==> src/rtl/core/tdpt_pkg.sv <==
`timescale 1ns / 1ps
// ----------------------------------------------------------------------------
// tdpt_pkg
// Shared types and constants of the trial division prime test.
// ----------------------------------------------------------------------------
package tdpt_pkg;

  localparam int DEFAULT_VALUE_BITS = 31;
  localparam int FIRST_DIVISOR      = 3;
  localparam int OUT_DATA_BITS      = 8;

  typedef enum logic [2:0] {
    ST_IDLE,
    ST_CHECK,
    ST_DIV,
    ST_TEST,
    ST_DONE
  } state_t;

  // Commands from the controller to the datapath.
  typedef struct packed {
    logic load;       // capture a new candidate, reset divisor to three
    logic div_start;  // begin a remainder computation
    logic div_step;   // one restoring-division bit
    logic advance;    // move to the next odd divisor
  } cmd_t;

  // Status from the datapath to the controller.
  typedef struct packed {
    logic below_two;
    logic is_two;
    logic is_even;
    logic square_above;  // divisor squared exceeds the candidate
    logic div_last;      // the current step is the final division bit
    logic rem_zero;
  } sts_t;

endpackage

==> src/rtl/core/tdpt_datapath.sv <==
`timescale 1ns / 1ps
// ----------------------------------------------------------------------------
// tdpt_datapath
// Candidate, odd divisor, running square of the divisor and a bit-serial
// restoring divider that produces the remainder of candidate by divisor.
// ----------------------------------------------------------------------------
module tdpt_datapath
  import tdpt_pkg::*;
#(
  parameter int VALUE_BITS = DEFAULT_VALUE_BITS
) (
  input  logic                  clk,
  input  logic                  rst,
  input  cmd_t                  cmd,
  input  logic [VALUE_BITS-1:0] candidate,
  output sts_t                  sts
);

  localparam int CW = $clog2(VALUE_BITS);

  logic [VALUE_BITS-1:0] value;
  logic [VALUE_BITS-1:0] divisor;
  logic [VALUE_BITS:0]   square;
  logic [VALUE_BITS-1:0] rem;
  logic [VALUE_BITS-1:0] dividend;
  logic [CW-1:0]         bit_cnt;

  logic [VALUE_BITS:0]   rem_shift;
  logic [VALUE_BITS:0]   rem_diff;
  logic [VALUE_BITS-1:0] rem_next;
  logic [VALUE_BITS:0]   divisor_x4;

  assign rem_shift  = {rem, dividend[VALUE_BITS-1]};
  assign rem_diff   = rem_shift - {1'b0, divisor};
  assign rem_next   = rem_diff[VALUE_BITS] ? rem_shift[VALUE_BITS-1:0]
                                           : rem_diff[VALUE_BITS-1:0];
  assign divisor_x4 = {divisor[VALUE_BITS-2:0], 2'b00};

  always_ff @(posedge clk) begin
    if (cmd.load) begin
      value   <= candidate;
      divisor <= VALUE_BITS'(FIRST_DIVISOR);
      square  <= (VALUE_BITS+1)'(FIRST_DIVISOR * FIRST_DIVISOR);
    end else if (cmd.advance) begin
      // (d + 2)^2 = d^2 + 4d + 4
      divisor <= divisor + VALUE_BITS'(2);
      square  <= square + divisor_x4 + (VALUE_BITS+1)'(4);
    end
    if (cmd.div_start) begin
      rem      <= '0;
      dividend <= value;
    end else if (cmd.div_step) begin
      rem      <= rem_next;
      dividend <= {dividend[VALUE_BITS-2:0], 1'b0};
    end
  end

  always_ff @(posedge clk) begin
    if (rst) begin
      bit_cnt <= '0;
    end else if (cmd.div_start) begin
      bit_cnt <= CW'(VALUE_BITS - 1);
    end else if (cmd.div_step && bit_cnt != '0) begin
      bit_cnt <= bit_cnt - CW'(1);
    end
  end

  always_comb begin
    sts.below_two    = (value < VALUE_BITS'(2));
    sts.is_two       = (value == VALUE_BITS'(2));
    sts.is_even      = ~value[0];
    sts.square_above = (square > {1'b0, value});
    sts.div_last     = (bit_cnt == '0);
    sts.rem_zero     = (rem == '0);
  end

endmodule

==> src/rtl/core/tdpt_ctrl.sv <==
`timescale 1ns / 1ps
// ----------------------------------------------------------------------------
// tdpt_ctrl
// Sequencer of the prime test and the result register of the output side.
// ----------------------------------------------------------------------------
module tdpt_ctrl
  import tdpt_pkg::*;
(
  input  logic clk,
  input  logic rst,
  input  logic in_valid,
  output logic in_ready,
  output logic out_valid,
  input  logic out_ready,
  output logic prime_flag,
  output cmd_t cmd,
  input  sts_t sts
);

  state_t state, state_next;
  logic   verdict, verdict_next;
  logic   out_valid_next;
  logic   prime_flag_next;
  logic   out_load;

  always_ff @(posedge clk) begin
    if (rst) begin
      state     <= ST_IDLE;
      out_valid <= 1'b0;
    end else begin
      state     <= state_next;
      out_valid <= out_valid_next;
    end
  end

  always_ff @(posedge clk) begin
    verdict    <= verdict_next;
    prime_flag <= prime_flag_next;
  end

  always_comb begin
    state_next   = state;
    verdict_next = verdict;
    cmd          = '0;
    in_ready     = 1'b0;
    out_load     = 1'b0;
    case (state)
      ST_IDLE: begin
        in_ready = 1'b1;
        if (in_valid) begin
          cmd.load   = 1'b1;
          state_next = ST_CHECK;
        end
      end
      ST_CHECK: begin
        if (sts.below_two) begin
          verdict_next = 1'b0;
          state_next   = ST_DONE;
        end else if (sts.is_two) begin
          verdict_next = 1'b1;
          state_next   = ST_DONE;
        end else if (sts.is_even) begin
          verdict_next = 1'b0;
          state_next   = ST_DONE;
        end else if (sts.square_above) begin
          verdict_next = 1'b1;
          state_next   = ST_DONE;
        end else begin
          cmd.div_start = 1'b1;
          state_next    = ST_DIV;
        end
      end
      ST_DIV: begin
        cmd.div_step = 1'b1;
        if (sts.div_last) begin
          state_next = ST_TEST;
        end
      end
      ST_TEST: begin
        if (sts.rem_zero) begin
          verdict_next = 1'b0;
          state_next   = ST_DONE;
        end else begin
          cmd.advance = 1'b1;
          state_next  = ST_CHECK;
        end
      end
      ST_DONE: begin
        // Wait only until the output register has room.
        if (!out_valid || out_ready) begin
          out_load   = 1'b1;
          state_next = ST_IDLE;
        end
      end
      default: begin
        state_next = ST_IDLE;
      end
    endcase
  end

  always_comb begin
    out_valid_next  = (out_valid && !out_ready) || out_load;
    prime_flag_next = out_load ? verdict : prime_flag;
  end

endmodule

==> src/rtl/core/trial_division_prime_test_top.sv <==
`timescale 1ns / 1ps
// ----------------------------------------------------------------------------
// trial_division_prime_test_top
// Trial division primality test with stream input and output.
// ----------------------------------------------------------------------------
// Each input beat carries one unsigned candidate; one output beat answers
// with a flag that is 1 when the candidate is prime. Zero and one are not
// prime, two is prime and other even values are rejected at once. Odd
// candidates are divided by 3, 5, 7, ... while the divisor squared does not
// exceed the candidate. Each divisor passes through the check state, the
// bit-serial remainder unit and the remainder test, and a prime v tries up to
// roughly sqrt(v) / 2 divisors; even values and small values are answered
// from the check state alone. One candidate is processed at a time; the next
// one is accepted as soon as the previous result has moved into the output
// register.
// ----------------------------------------------------------------------------
module trial_division_prime_test_top
  import tdpt_pkg::*;
#(
  parameter int VALUE_BITS = DEFAULT_VALUE_BITS
) (
  input  logic                               clk,
  input  logic                               rst,
  input  logic                               s_tvalid,
  output logic                               s_tready,
  // Bits from 0: candidate (VALUE_BITS), zero fill.
  input  logic [((VALUE_BITS+7)/8)*8-1:0]    s_tdata,
  output logic                               m_tvalid,
  input  logic                               m_tready,
  // Bits from 0: prime_flag (1), zero fill.
  output logic [OUT_DATA_BITS-1:0]           m_tdata
);

  cmd_t cmd;
  sts_t sts;
  logic prime_flag;

  tdpt_ctrl u_ctrl (
    .clk        (clk),
    .rst        (rst),
    .in_valid   (s_tvalid),
    .in_ready   (s_tready),
    .out_valid  (m_tvalid),
    .out_ready  (m_tready),
    .prime_flag (prime_flag),
    .cmd        (cmd),
    .sts        (sts)
  );

  tdpt_datapath #(
    .VALUE_BITS (VALUE_BITS)
  ) u_datapath (
    .clk       (clk),
    .rst       (rst),
    .cmd       (cmd),
    .candidate (s_tdata[VALUE_BITS-1:0]),
    .sts       (sts)
  );

  assign m_tdata = {{(OUT_DATA_BITS-1){1'b0}}, prime_flag};

endmodule
==> config.mk <==
export PLATFORM = sky130hd
export DESIGN_NAME = trial_division_prime_test_top
export DESIGN_NICKNAME = d
export VERILOG_FILES = /design/src/rtl/core/tdpt_pkg.sv /design/src/rtl/core/tdpt_datapath.sv /design/src/rtl/core/tdpt_ctrl.sv /design/src/rtl/core/trial_division_prime_test_top.sv
export SDC_FILE = /design/constraint.sdc
export NUM_CORES = 1
export LEC_CHECK = 0
export BUFFER_PORTS_ARGS = -buffer_cell sky130_fd_sc_hd__buf_2
export CAP_MARGIN = 20
export CORE_ASPECT_RATIO = 1.5
export CORE_MARGIN = 5
export CORE_UTILIZATION = 30
export DETAILED_ROUTE_END_ITERATION = 16
export GPL_TIMING_DRIVEN = 0
export MAX_ROUTING_LAYER = met4
export PLACE_DENSITY = 0.48
export SYNTH_ARGS = -nofsm -noshare
export SYNTH_HDL_FRONTEND = slang
export SYNTH_HIERARCHICAL = 1
export SYNTH_SLANG_ARGS = --single-unit
==> constraint.sdc <==
create_clock -name clk -period 8 [get_ports clk]
set_input_delay 1.6 -clock clk [delete_from_list [all_inputs] [get_ports clk]]
set_output_delay 1.6 -clock clk [all_outputs]
set_load 0.02 [all_outputs]
==> impl_metrics.sql, run 1 <==
INSERT INTO impl_metrics (metric_group, metric, value, unit) VALUES
('yosys', 'synth-edff-count', '64', ''),
('route', 'avgRoutedWirePerCell', '17.2', 'µm'),
('yosys', 'yosysSeqAreaShare', '35.7', '%'),
('sta', 'post-route-worst-setup-slack', '2.11', 'ns'),
('floorplanning', 'placementRows', '85', ''),
('yosys', 'synthesis.yosys.warnings', '6', ''),
('final_layout', 'areaGrowthSynthToFinish', '13.2', '%'),
('global_routing', 'grt.met2_usage', '30.0', '%'),
('floorplanning', 'floorplan.die.width', '166', 'µm'),
('final_layout', 'layout_commonest_cell', 'sky130_fd_sc_hd__nor2_1', ''),
('sta', 'unrepaired_setup_endpoints_after_global_routing', 'false', ''),
('floorplanning', 'fp.dieArea', '0.0405', 'mm²'),
('global_routing', 'top_usage_layer', 'met2', ''),
('critical_path', 'worstPathArrival', '5.96', 'ns'),
('floorplanning', 'i_o_pins', '46', ''),
('clock_tree', 'clk_root_buffer_cell', 'sky130_fd_sc_hd__clkbuf_16', ''),
('global_routing', 'grt_antenna_before_repair', '0', ''),
('final_layout', 'filler_cell_count', '3844', ''),
('power', 'p_per_area', '317', 'mW/mm²'),
('place', 'hpwl_detailed', '24200', 'µm'),
('yosys', 'post_synth.cell_area_avg', '9.21', 'µm²'),
('sta', 'final.setup.tns', '0', 'ns'),
('critical_path', 'buffers_plus_inverters_on_the_worst_setup_path', '3', ''),
('floorplanning', 'floorplan.initialDensity', '30.4', '%'),
('sta', 'max_freq', '0.170', 'GHz'),
('place', 'gpl.final_weighted_congestion', '0.921', ''),
('critical_path', 'critPathSlowestCell', 'sky130_fd_sc_hd__clkbuf_1', ''),
('floorplanning', 'die_h', '244', 'µm'),
('global_routing', 'track_usage', '15.4', '%'),
('yosys', 'synth_seq_cells', '163', ''),
('place', 'port-buffer-count', '37', ''),
('critical_path', 'worst-setup-path-type', 'flop to flop', ''),
('critical_path', 'critical_path.startpoint_type', 'flop', ''),
('final_layout', 'highest_count_cells_in_the_layout_ignoring_fill_and_taps', 'sky130_fd_sc_hd__nor2_1, sky130_fd_sc_hd__ha_1, sky130_fd_sc_hd__dfxtp_1', ''),
('critical_path', 'critical_path.max_fanout', '31', ''),
('route', 'residual_drc', '0', ''),
('global_routing', 'grt-ovfl-total', '0', ''),
('run_status', 'outcome', 'finished, final reports clean', ''),
('sta', 'period_share', '73.6', '%'),
('clock_tree', 'clkSlewWorstSetupHoldPaths', '0.07', 'ns'),
('route', 'dr_total_vias', '8653', ''),
('route', 'route.final.wire_length', '30000', 'µm'),
('critical_path', 'crit_path_max_incr_delay', '0.75', 'ns'),
('critical_path', 'cell_family_contributing_the_most_delay_on_the_critical_path', 'compound AO/OA/AOI/OAI gates', ''),
('route', 'number_of_vias_per_cell_after_detailed_routing', '4.97', ''),
('power', 'post-layout-total-power', '3.93', 'mW'),
('sta', 'final_period_minus_worst_setup_slack', '5.89', 'ns'),
('place', 'detailedPlace.worstSlack', '2.03', 'ns'),
('route', 'ant_nets', '0', ''),
('power', 'power.leakage', '5.14', 'nW'),
('sta', 'worst_clock_skew', '0.00651', 'ns'),
('global_routing', 'grt_util_met3', '2.17', '%'),
('yosys', 'synth.distinct_cells', '77', ''),
('final_layout', 'proportion_of_layout_cells_with_a_drive_suffix_above_1', '10.7', '%'),
('yosys', 'ys.flop_type', 'sky130_fd_sc_hd__dfxtp_1', ''),
('power', 'ir_worst_vdd', '0.202', 'mV'),
('critical_path', 'crit_required', '8.07', 'ns'),
('yosys', 'syn_inst', '1188', ''),
('clock_tree', 'gates_resized_cts_repair', '0', ''),
('clock_tree', 'cts-root-to-sink-buffers', '2', ''),
('sta', 'worst_margin_pin_slew', '0.942', 'ns'),
('critical_path', 'crit_path_cell_trace', 'inv_1 -> ha_1 -> a21o_1 -> a21o_1 -> a21o_1 -> a21o_1 -> a221o_1 -> a21o_1 -> a21o_1 -> a211oi_1 -> a31oi_1 -> or4_1 -> nor2_1 -> and2_1 -> clkbuf_1 -> clkbuf_1 -> or2_2', ''),
('final_layout', 'area.sequential', '0.00390', 'mm²'),
('min_path', 'holdCritPathClass', 'flop to flop', ''),
('final_layout', 'area_occupied_by_multi_input_gates', '0.00643', 'mm²'),
('clock_tree', 'cts-buffers-inserted', '17', ''),
('global_routing', 'grt_max_degree', '36', ''),
('global_routing', 'first_global_vias', '8848', ''),
('global_routing', 'first_pass_grt_wire_length', '48000', 'µm'),
('sta', 'final_hold_viol_count', '0', ''),
('clock_tree', 'cts_tree', 'yes', '');
-- path summary, 6_finish.rpt --
path	start	endpoint	slack (ns)	cells after the start
max	u_datapath/value[9]	u_datapath/dividend[28]	2.11	17
min reg2reg	u_ctrl/verdict	u_ctrl/prime_flag	0.43	0
max reg2reg	u_datapath/value[9]	u_datapath/dividend[28]	2.11	17
min	u_ctrl/verdict	u_ctrl/prime_flag	0.43	0
-- final cells by class --
class / instances / area share, %
well taps: 478 / 4.83
plain buffers: 52 / 2.44
flip-flops and latches: 163 / 31.5
clock inverters: 14 / 1.50
clock buffers: 18 / 3.46
repair buffers: 38 / 1.66
multi-input cells: 889 / 51.9
inverters: 90 / 2.73
-- layer usage --
layer  part of all wire, %  wire, µm
met2                    56     16700
met1                    39     11600
met4                   3.6      1070
met5                     0         0
met3                   2.2       656
-- kinds of logic after synthesis --
group           Yosys count  share of synthesized area (%)
fa+ha+maj               117                           13.5
simple gates            360                           16.0
other cells               1                         0.0343
mux                      66                           6.38
compound gates          263                           16.5
xor+xnor                 76                           6.08
flops                   163                           35.7
buf+inv                 142                           5.85
-- stage by stage --
stage / cells / util, % / cell area (µm²) / hold slack (ns)
after floorplan: 1194 / - / 11000 / 0.400
after global routing: 1742 / 34.5 / 12400 / 0.456
after global placement: 1709 / 32.7 / 11700 / 0.409
final: 1742 / 34.5 / 12400 / 0.428
after CTS: 1742 / 34.5 / 12400 / 0.432
after detailed placement: 1710 / 32.8 / 11800 / 0.416
-- worst register-to-register path, cell delays in order (launching register included) --
cell                       delay [ns]
sky130_fd_sc_hd__edfxtp_1        0.38
sky130_fd_sc_hd__inv_1           0.06
sky130_fd_sc_hd__ha_1            0.30
sky130_fd_sc_hd__a21o_1          0.16
sky130_fd_sc_hd__a21o_1          0.17
sky130_fd_sc_hd__a21o_1          0.17
sky130_fd_sc_hd__a21o_1          0.18
sky130_fd_sc_hd__a221o_1         0.38
sky130_fd_sc_hd__a21o_1          0.19
sky130_fd_sc_hd__a21o_1          0.21
sky130_fd_sc_hd__a211oi_1        0.23
sky130_fd_sc_hd__a31oi_1         0.11
sky130_fd_sc_hd__or4_1           0.53
sky130_fd_sc_hd__nor2_1          0.21
sky130_fd_sc_hd__and2_1          0.31
sky130_fd_sc_hd__clkbuf_1        0.45
sky130_fd_sc_hd__clkbuf_1        0.75
sky130_fd_sc_hd__or2_2           0.73
-- Yosys cell counts, types with 3 or more instances --
library cell	number	area share [%]
sky130_fd_sc_hd__a2111oi_0	6	0.48
sky130_fd_sc_hd__a211oi_1	39	2.7
sky130_fd_sc_hd__a21o_1	29	2.0
sky130_fd_sc_hd__a21oi_1	77	3.5
sky130_fd_sc_hd__a21oi_2	6	0.48
sky130_fd_sc_hd__a31oi_1	8	0.46
sky130_fd_sc_hd__and2_1	6	0.34
sky130_fd_sc_hd__and3_1	10	0.57
sky130_fd_sc_hd__and4_1	4	0.32
sky130_fd_sc_hd__buf_1	3	0.10
sky130_fd_sc_hd__buf_2	3	0.14
sky130_fd_sc_hd__buf_4	8	0.55
sky130_fd_sc_hd__buf_6	4	0.41
sky130_fd_sc_hd__clkbuf_1	31	1.1
sky130_fd_sc_hd__dfxtp_1	99	18
sky130_fd_sc_hd__edfxtp_1	64	18
sky130_fd_sc_hd__ha_1	115	13
sky130_fd_sc_hd__inv_1	88	3.0
sky130_fd_sc_hd__mux2_2	30	3.1
sky130_fd_sc_hd__mux2i_1	36	3.3
sky130_fd_sc_hd__nand2_1	60	2.1
sky130_fd_sc_hd__nand2b_1	7	0.40
sky130_fd_sc_hd__nand3_1	29	1.3
sky130_fd_sc_hd__nand4_1	22	1.3
sky130_fd_sc_hd__nand4b_1	3	0.24
sky130_fd_sc_hd__nor2_1	137	4.7
sky130_fd_sc_hd__nor2b_1	12	0.69
sky130_fd_sc_hd__nor3_1	21	0.96
sky130_fd_sc_hd__nor3b_1	4	0.27
sky130_fd_sc_hd__nor4_1	23	1.3
sky130_fd_sc_hd__nor4b_1	3	0.24
sky130_fd_sc_hd__o211ai_1	7	0.48
sky130_fd_sc_hd__o21a_1	5	0.34
sky130_fd_sc_hd__o21ai_0	25	1.1
sky130_fd_sc_hd__o21ai_1	4	0.18
sky130_fd_sc_hd__o21bai_1	14	0.96
sky130_fd_sc_hd__o221ai_1	5	0.40
sky130_fd_sc_hd__o31ai_1	5	0.34
sky130_fd_sc_hd__or3_1	9	0.51
sky130_fd_sc_hd__xnor2_1	63	5.0
sky130_fd_sc_hd__xor2_1	13	1.0
-- power by group --
group / switching [mW] / total, mW / internal (mW) / leakage (nW)
combinational: 1.09 / 1.94 / 0.854 / 3.44
sequential: 0.131 / 1.12 / 0.989 / 1.41
clock: 0.350 / 0.870 / 0.520 / 0.293
total: 1.57 / 3.93 / 2.36 / 5.14
-- state kept, by name, indices dropped and copies added, names as in the netlist --
| register | cells |
|---|---|
| u_ctrl/verdict | 1 |
| u_datapath/rem | 31 |
| u_ctrl/out_valid | 1 |
| u_datapath/value | 31 |
| u_datapath/dividend | 31 |
| u_datapath/divisor | 30 |
| u_datapath/bit_cnt | 5 |
| u_datapath/square | 29 |
| u_ctrl/state | 3 |
| u_ctrl/prime_flag | 1 |
Note: power is estimated with default switching activity, not from simulation.
==> run 2, diff against run 1 <==
--- a/config.mk
+++ b/config.mk
@@ -13,7 +13,7 @@
 export DETAILED_ROUTE_END_ITERATION = 16
 export GPL_TIMING_DRIVEN = 0
 export MAX_ROUTING_LAYER = met4
-export PLACE_DENSITY = 0.48
+export PLACE_DENSITY = 0.49
 export SYNTH_ARGS = -nofsm -noshare
 export SYNTH_HDL_FRONTEND = slang
 export SYNTH_HIERARCHICAL = 1
==> constraint.sdc (replaced) <==
create_clock -name clk -period 4.8 [get_ports clk]
set_input_delay 0.96 -clock clk [delete_from_list [all_inputs] [get_ports clk]]
set_output_delay 0.96 -clock clk [all_outputs]
set_load 0.02 [all_outputs]
==> impl_metrics.sql, run 2 (same netlist as run 1, synthesis figures left out) <==
INSERT INTO impl_metrics (metric_group, metric, value, unit) VALUES
('min_path', 'hp-start', 'u_ctrl/verdict', ''),
('place', 'gpl.final_weighted_congestion', '0.910', ''),
('clock_tree', 'post_cts_buffers', '0', ''),
('final_layout', 'layout_commonest_cell', 'sky130_fd_sc_hd__nor2_1', ''),
('power', 'p_sw', '2.63', 'mW'),
('critical_path', 'cell_family_contributing_the_most_delay_on_the_critical_path', 'compound AO/OA/AOI/OAI gates', ''),
('clock_tree', 'cts-root-to-sink-buffers', '2', ''),
('global_routing', 'grt_util_met1', '15.1', '%'),
('clock_tree', 'clk_root_buffer_cell', 'sky130_fd_sc_hd__clkbuf_16', ''),
('clock_tree', 'tritoncts_num_sinks', '163', ''),
('global_routing', 'top_usage_layer', 'met2', ''),
('global_routing', 'grt_max_degree', '36', ''),
('critical_path', 'crit_top_cell', 'sky130_fd_sc_hd__a21o_1', ''),
('final_layout', 'highest_count_cells_in_the_layout_ignoring_fill_and_taps', 'sky130_fd_sc_hd__nor2_1, sky130_fd_sc_hd__ha_1, sky130_fd_sc_hd__dfxtp_1', ''),
('place', 'hpwl_detailed', '24000', 'µm'),
('sta', 'unrepaired_setup_endpoints_after_global_routing', 'false', ''),
('sta', 'final.setup.tns', '0', 'ns'),
('clock_tree', 'cts_tree', 'yes', ''),
('place', 'post-place-cells', '1711', ''),
('critical_path', 'crit_path_cell_trace', 'inv_1 -> ha_1 -> a21o_1 -> a21o_1 -> a21o_1 -> a21o_1 -> a221o_1 -> a21o_1 -> a21o_1 -> a211oi_1 -> a31oi_1 -> or4_1 -> nor2_2 -> and2_2 -> buf_4 -> clkbuf_8 -> mux2_2', ''),
('power', 'power.leakage', '5.16', 'nW'),
('route', 'dr_total_vias', '8737', ''),
('global_routing', 'grt.met2_usage', '30.0', '%'),
('min_path', 'holdCritPathClass', 'flop to flop', ''),
('critical_path', 'crit_path_max_incr_delay', '0.55', 'ns'),
('final_layout', 'n_antenna_cell', '0', ''),
('run_status', 'outcome', 'finished, final reports clean', ''),
('route', 'residual_drc', '0', ''),
('power', 'post-layout-total-power', '6.47', 'mW'),
('route', 'route.final.wire_length', '30300', 'µm'),
('sta', 'max-slew-margin-rel', '38.9', '%'),
('clock_tree', 'cts_hold_repair.buffers', '0', ''),
('critical_path', 'buffers_plus_inverters_on_the_worst_setup_path', '3', ''),
('sta', 'worst_margin_pin_slew', '0.917', 'ns'),
('clock_tree', 'cts-buffers-inserted', '17', ''),
('sta', 'final_hold_viol_count', '0', ''),
('critical_path', 'r2r_start', 'u_datapath/value[9]', ''),
('route', 'avgRoutedWirePerCell', '17.3', 'µm'),
('global_routing', 'first_pass_grt_wire_length', '47700', 'µm'),
('power', 'sequential_share_of_power', '28.8', '%'),
('floorplanning', 'fp.dieArea', '0.0405', 'mm²'),
('power', 'power_frac_comb', '50.5', '%'),
('critical_path', 'crit_required', '4.99', 'ns'),
('clock_tree', 'clk-insertion-delay-late', '0.44', 'ns'),
('floorplanning', 'placementRows', '85', ''),
('clock_tree', 'clkSlewWorstSetupHoldPaths', '0.07', 'ns'),
('route', 'ant_nets', '0', ''),
('power', 'p_per_area', '521', 'mW/mm²'),
('floorplanning', 'floorplan.die.width', '166', 'µm'),
('floorplanning', 'floorplan.core_area', '0.0359', 'mm²'),
('sta', 'period_share', '94.9', '%'),
('final_layout', 'proportion_of_layout_cells_with_a_drive_suffix_above_1', '11.7', '%'),
('floorplanning', 'die_h', '244', 'µm'),
('floorplanning', 'i_o_pins', '46', ''),
('global_routing', 'grt_util_met3', '2.04', '%'),
('sta', 'final_max_slew_viol_count', '0', ''),
('critical_path', 'critical_path.max_fanout', '13', ''),
('power', 'power.share.switching', '40.6', '%'),
('power', 'ir_worst_vdd', '0.264', 'mV'),
('flow_run', 'max_cap_viol_count', '0', ''),
('final_layout', 'registers_with_the_highest_flip_flop_counts', 'u_datapath/dividend x31, u_datapath/rem x31, u_datapath/value x31', ''),
('sta', 'final_period_minus_worst_setup_slack', '4.55', 'ns'),
('final_layout', 'areaGrowthSynthToFinish', '13.4', '%'),
('critical_path', 'critPathSlowestCell', 'sky130_fd_sc_hd__or4_1', ''),
('critical_path', 'worst-setup-path-type', 'flop to flop', ''),
('final_layout', 'filler_cell_count', '3833', ''),
('power', 'cellInternalPower', '3.84', 'mW'),
('final_layout', 'final_nets', '1408', ''),
('sta', 'max_freq', '0.220', 'GHz'),
('global_routing', 'grt-ovfl-total', '0', ''),
('power', 'power.clock.fraction', '20.8', '%'),
('critical_path', 'timing.critical_path.from', 'u_datapath/value[9]', ''),
('route', 'detail_route.iter0.violations', '345', ''),
('route', 'number_of_vias_per_cell_after_detailed_routing', '5.01', ''),
('global_routing', 'track_usage', '15.3', '%'),
('place', 'port-buffer-count', '37', ''),
('global_routing', 'first_global_vias', '8810', ''),
('final_layout', 'post_layout_nonfiller_instances', '1745', ''),
('critical_path', 'worstPathArrival', '4.74', 'ns'),
('floorplanning', 'floorplan.initialDensity', '30.4', '%'),
('route', 'drt_first_pass_iters', '4', ''),
('sta', 'worst_clock_skew', '0.0101', 'ns'),
('critical_path', 'crit_path_end_kind', 'flop', ''),
('critical_path', 'critical_path.startpoint_type', 'flop', ''),
('sta', 'final_report_setup_violation_count', '0', ''),
('clock_tree', 'cts_max_level', '4', ''),
('global_routing', 'grt_antenna_before_repair', '0', '');
## run 2: changes by cell type in the layout (fill, tap and decap cells not counted), sizes merged, moves of 2 or more
cell      delta
buf          +4
clkinv       -2
clkbuf       -4
bufinv       -2
clkinvlp     +5
or2          +3
## run 2: layer usage
layer	up-vias	share of wire, %
met5	-	0
met4	0	3.3
met3	52	2.5
li1	4442	-
met1	4090	38
met2	153	56
## run 2: path summary, 6_finish.rpt
path | endpoint | slack (ns) | cells past startpoint
setup reg to reg | u_datapath/dividend[27] | 0.25 | 17
setup / recovery | u_datapath/dividend[27] | 0.25 | 17
hold / removal | u_ctrl/prime_flag | 0.43 | 0
hold reg to reg | u_ctrl/prime_flag | 0.43 | 0
## run 2: power groups by stage
stage,combinational (mW),clock (mW),sequential [mW]
6_report,3.26,1.34,1.86
2_1_floorplan,2.54,0,1.80
4_1_cts,3.28,1.39,1.86
3_3_place_gp,3.23,0,1.89
3_5_place_dp,3.25,0,1.89
5_1_grt,3.59,1.45,1.89
## run 2: worst register-to-register path, stage by stage, from the launching register on
cell and delay (ns):
sky130_fd_sc_hd__edfxtp_1 0.38, sky130_fd_sc_hd__inv_1 0.05, sky130_fd_sc_hd__ha_1 0.30, sky130_fd_sc_hd__a21o_1 0.16
sky130_fd_sc_hd__a21o_1 0.17, sky130_fd_sc_hd__a21o_1 0.17, sky130_fd_sc_hd__a21o_1 0.18, sky130_fd_sc_hd__a221o_1 0.37
sky130_fd_sc_hd__a21o_1 0.18, sky130_fd_sc_hd__a21o_1 0.20, sky130_fd_sc_hd__a211oi_1 0.24, sky130_fd_sc_hd__a31oi_1 0.11
sky130_fd_sc_hd__or4_1 0.55, sky130_fd_sc_hd__nor2_2 0.17, sky130_fd_sc_hd__and2_2 0.24, sky130_fd_sc_hd__buf_4 0.22
sky130_fd_sc_hd__clkbuf_8 0.25, sky130_fd_sc_hd__mux2_2 0.37
## run 2: stage by stage
stage / utilization, % / hold slack [ns] / area [µm²] / setup slack, ns
6_report: 34.5 / 0.431 / 12400 / 0.247
5_1_grt: 34.5 / 0.432 / 12400 / 0.00665
4_1_cts: 34.5 / 0.433 / 12400 / 0.0342
3_5_place_dp: 32.8 / 0.417 / 11800 / -1.22
3_3_place_gp: 32.7 / 0.411 / 11700 / -1.18
2_1_floorplan: - / 0.400 / 11000 / 0.280
## run 2: area by class of cell
type / count / area, µm² / share of cell area, %
Multi-Input combinational cell: 892 / 6450 / 52.0
Sequential cell: 163 / 3900 / 31.5
Tap cell: 478 / 598 / 4.82
Clock buffer: 17 / 425 / 3.43
Buffer: 52 / 338 / 2.72
Inverter: 90 / 338 / 2.72
Timing Repair Buffer: 39 / 213 / 1.71
Clock inverter: 14 / 141 / 1.14
## run 2: what timing repair did
item / CTS / global route
setup endpoints to repair: 97 / 92
gates cloned: 2 / 1
gates resized for setup: 17 / 8
==> run 3, diff against run 2 <==
--- a/config.mk
+++ b/config.mk
@@ -7,8 +7,8 @@
 export LEC_CHECK = 0
 export BUFFER_PORTS_ARGS = -buffer_cell sky130_fd_sc_hd__buf_2
 export CAP_MARGIN = 20
-export CORE_ASPECT_RATIO = 1.5
-export CORE_MARGIN = 5
+export CORE_ASPECT_RATIO = 1.25
+export CORE_MARGIN = 10
 export CORE_UTILIZATION = 30
 export DETAILED_ROUTE_END_ITERATION = 16
 export GPL_TIMING_DRIVEN = 0
==> impl_metrics.sql, run 3 (same netlist as run 1, synthesis figures left out) <==
INSERT INTO impl_metrics (metric_group, metric, value, unit) VALUES
('run_status', 'outcome', 'finished, final reports clean', ''),
('clock_tree', 'post_cts_buffers', '0', ''),
('floorplanning', 'floorplan.core_area', '0.0362', 'mm²'),
('final_layout', 'post_layout_nonfiller_instances', '1748', ''),
('global_routing', 'first_global_vias', '9049', ''),
('power', 'p_sw', '2.61', 'mW'),
('route', 'residual_drc', '0', ''),
('final_layout', 'fin_area', '0.0124', 'mm²'),
('place', 'gpl.final_weighted_congestion', '0.910', ''),
('power', 'cellInternalPower', '3.81', 'mW'),
('place', 'detailed_place.area', '0.0118', 'mm²'),
('clock_tree', 'clk-insertion-delay-late', '0.46', 'ns'),
('route', 'detail_route.iter0.violations', '362', ''),
('power', 'power.clock.fraction', '21.2', '%'),
('power', 'sequential_share_of_power', '29.1', '%'),
('floorplanning', 'i_o_pins', '46', ''),
('final_layout', 'highest_count_cells_in_the_layout_ignoring_fill_and_taps', 'sky130_fd_sc_hd__nor2_1, sky130_fd_sc_hd__ha_1, sky130_fd_sc_hd__dfxtp_1', ''),
('final_layout', 'final_nets', '1408', ''),
('final_layout', 'proportion_of_layout_cells_with_a_drive_suffix_above_1', '11.9', '%'),
('critical_path', 'r2r_slack', '0.24', 'ns'),
('sta', 'final_max_slew_viol_count', '0', ''),
('floorplanning', 'die_h', '234', 'µm'),
('route', 'drt_first_pass_iters', '4', ''),
('global_routing', 'first_pass_grt_wire_length', '47800', 'µm'),
('critical_path', 'critical_path.max_fanout', '10', ''),
('power', 'ir_worst_vdd', '0.254', 'mV'),
('global_routing', 'grt_max_degree', '38', ''),
('route', 'dr_total_vias', '8636', ''),
('sta', 'worst_margin_pin_slew', '0.897', 'ns'),
('clock_tree', 'cts-root-to-sink-buffers', '2', ''),
('global_routing', 'grt-ovfl-total', '0', ''),
('power', 'power.share.switching', '40.7', '%'),
('final_layout', 'area_occupied_by_multi_input_gates', '0.00645', 'mm²'),
('sta', 'max-slew-margin-rel', '40.2', '%'),
('place', 'detailedPlace.worstSlack', '-1.13', 'ns'),
('clock_tree', 'tritoncts_num_sinks', '163', ''),
('critical_path', 'worstPathArrival', '4.77', 'ns'),
('route', 'route.final.wire_length', '29600', 'µm'),
('sta', 'final_report_setup_violation_count', '0', ''),
('critical_path', 'critPathSlowestCell', 'sky130_fd_sc_hd__or4_1', ''),
('critical_path', 'crit_top_cell', 'sky130_fd_sc_hd__a21o_1', ''),
('min_path', 'holdCritPathClass', 'flop to flop', ''),
('global_routing', 'track_usage', '14.0', '%'),
('clock_tree', 'cts_max_level', '4', ''),
('clock_tree', 'cts-buffers-inserted', '17', ''),
('final_layout', 'registers_with_the_highest_flip_flop_counts', 'u_datapath/dividend x31, u_datapath/rem x31, u_datapath/value x31', ''),
('clock_tree', 'clk_root_buffer_cell', 'sky130_fd_sc_hd__clkbuf_16', ''),
('sta', 'period_share', '95.1', '%'),
('sta', 'worst_clock_skew', '0.00940', 'ns'),
('sta', 'post-route-worst-setup-slack', '0.235', 'ns'),
('floorplanning', 'floorplan.die.width', '191', 'µm'),
('final_layout', 'post-route-util', '34.3', '%'),
('place', 'port-buffer-count', '37', ''),
('sta', 'max_freq', '0.219', 'GHz'),
('global_routing', 'grt_antenna_before_repair', '0', ''),
('final_layout', 'areaGrowthSynthToFinish', '13.4', '%'),
('clock_tree', 'cts_hold_repair.buffers', '0', ''),
('route', 'ant_nets', '0', ''),
('sta', 'holdWs', '0.429', 'ns'),
('floorplanning', 'fp.dieArea', '0.0446', 'mm²'),
('final_layout', 'layout_commonest_cell', 'sky130_fd_sc_hd__nor2_1', ''),
('critical_path', 'critical_path.startpoint_type', 'flop', ''),
('power', 'power.leakage', '5.17', 'nW'),
('critical_path', 'crit_path_cell_trace', 'inv_1 -> ha_1 -> a21o_1 -> a21o_1 -> a21o_1 -> a21o_1 -> a221o_1 -> a21o_1 -> a21o_1 -> a211oi_1 -> a31oi_1 -> or4_1 -> nor2_2 -> and2_2 -> clkbuf_4 -> clkbuf_4 -> mux2_2', ''),
('critical_path', 'worst-setup-path-type', 'flop to flop', ''),
('critical_path', 'crit_path_end_kind', 'flop', ''),
('floorplanning', 'placementRows', '78', ''),
('sta', 'final_period_minus_worst_setup_slack', '4.56', 'ns'),
('critical_path', 'crit_path_max_incr_delay', '0.55', 'ns'),
('route', 'number_of_vias_per_cell_after_detailed_routing', '4.94', ''),
('place', 'post-place-cells', '1713', ''),
('final_layout', 'filler_cell_count', '3728', ''),
('final_layout', 'area.sequential', '0.00390', 'mm²'),
('clock_tree', 'cts_tree', 'yes', ''),
('critical_path', 'crit_required', '5.00', 'ns'),
('place', 'hpwl_detailed', '23200', 'µm'),
('floorplanning', 'floorplan.initialDensity', '30.2', '%'),
('clock_tree', 'clkSlewWorstSetupHoldPaths', '0.07', 'ns'),
('flow_run', 'max_cap_viol_count', '0', ''),
('sta', 'final_hold_viol_count', '0', ''),
('power', 'p_per_area', '517', 'mW/mm²'),
('power', 'power_frac_comb', '49.7', '%'),
('sta', 'unrepaired_setup_endpoints_after_global_routing', 'false', ''),
('final_layout', 'n_antenna_cell', '0', ''),
('route', 'avgRoutedWirePerCell', '16.9', 'µm');
[run 3: cell count changes in the layout (fill, tap and decap cells not counted)]
cell,delta
sky130_fd_sc_hd__clkinv_4,-1
sky130_fd_sc_hd__clkinv_2,+1
sky130_fd_sc_hd__inv_6,+3
sky130_fd_sc_hd__buf_2,+1
sky130_fd_sc_hd__clkinvlp_4,-4
sky130_fd_sc_hd__bufinv_16,-1
sky130_fd_sc_hd__clkbuf_4,+2
sky130_fd_sc_hd__clkinvlp_2,+1
sky130_fd_sc_hd__buf_4,-2
sky130_fd_sc_hd__clkinv_1,-2
sky130_fd_sc_hd__buf_6,-1
sky130_fd_sc_hd__inv_8,+4
[run 3: power by group through the flow]
stage | logic, mW | registers, mW | clock network (mW)
after CTS | 3.20 | 1.87 | 1.41
after global routing | 3.53 | 1.90 | 1.46
after floorplan | 2.54 | 1.80 | 0
after detailed placement | 3.17 | 1.90 | 0
final | 3.19 | 1.87 | 1.36
after global placement | 3.16 | 1.90 | 0
[run 3: worst max-delay path: cells and delay by family (launching register included)]
| kind | cells | cell delay, ns |
|---|---|---|
| buf+inv | 3 | 0.54 |
| simple gates | 3 | 0.97 |
| compound gates | 9 | 1.77 |
| mux | 1 | 0.36 |
| flops | 1 | 0.38 |
| fa+ha+maj | 1 | 0.30 |
[run 3: stage by stage]
step	total power, mW	TNS, ns
global placement	5.06	-68.95
detailed placement	5.07	-71.07
floorplan	4.34	0
CTS	6.47	0
global route	6.88	0
finish	6.42	0
[run 3: final timing paths]
kind	from	end	cells past startpoint
setup / recovery	u_datapath/value[9]	u_datapath/dividend[14]	17
setup reg to reg	u_datapath/value[9]	u_datapath/dividend[14]	17
hold / removal	u_ctrl/verdict	u_ctrl/prime_flag	0
hold reg to reg	u_ctrl/verdict	u_ctrl/prime_flag	0
[run 3: final cells by class]
cell class | count | share of cell area, %
clock inverters | 15 | 1.18
well taps | 480 | 4.84
plain buffers | 52 | 2.69
clock buffers | 17 | 3.43
inverters | 90 | 2.72
repair buffers | 39 | 1.69
multi-input cells | 892 | 52.0
flip-flops and latches | 163 | 31.5
[run 3: timing repair]
item | CTS | global route
gates resized for setup | 18 | 3
setup endpoints to repair | 97 | 92
cloned | 2 | 1
[run 3: layer usage]
layer,GRT usage (%),vias to the layer above,share of wire (%)
li1,-,4451,-
met1,15.2,4007,43
met2,24.7,125,52
met3,1.64,53,2.0
met4,6.95,0,3.7
met5,-,-,0
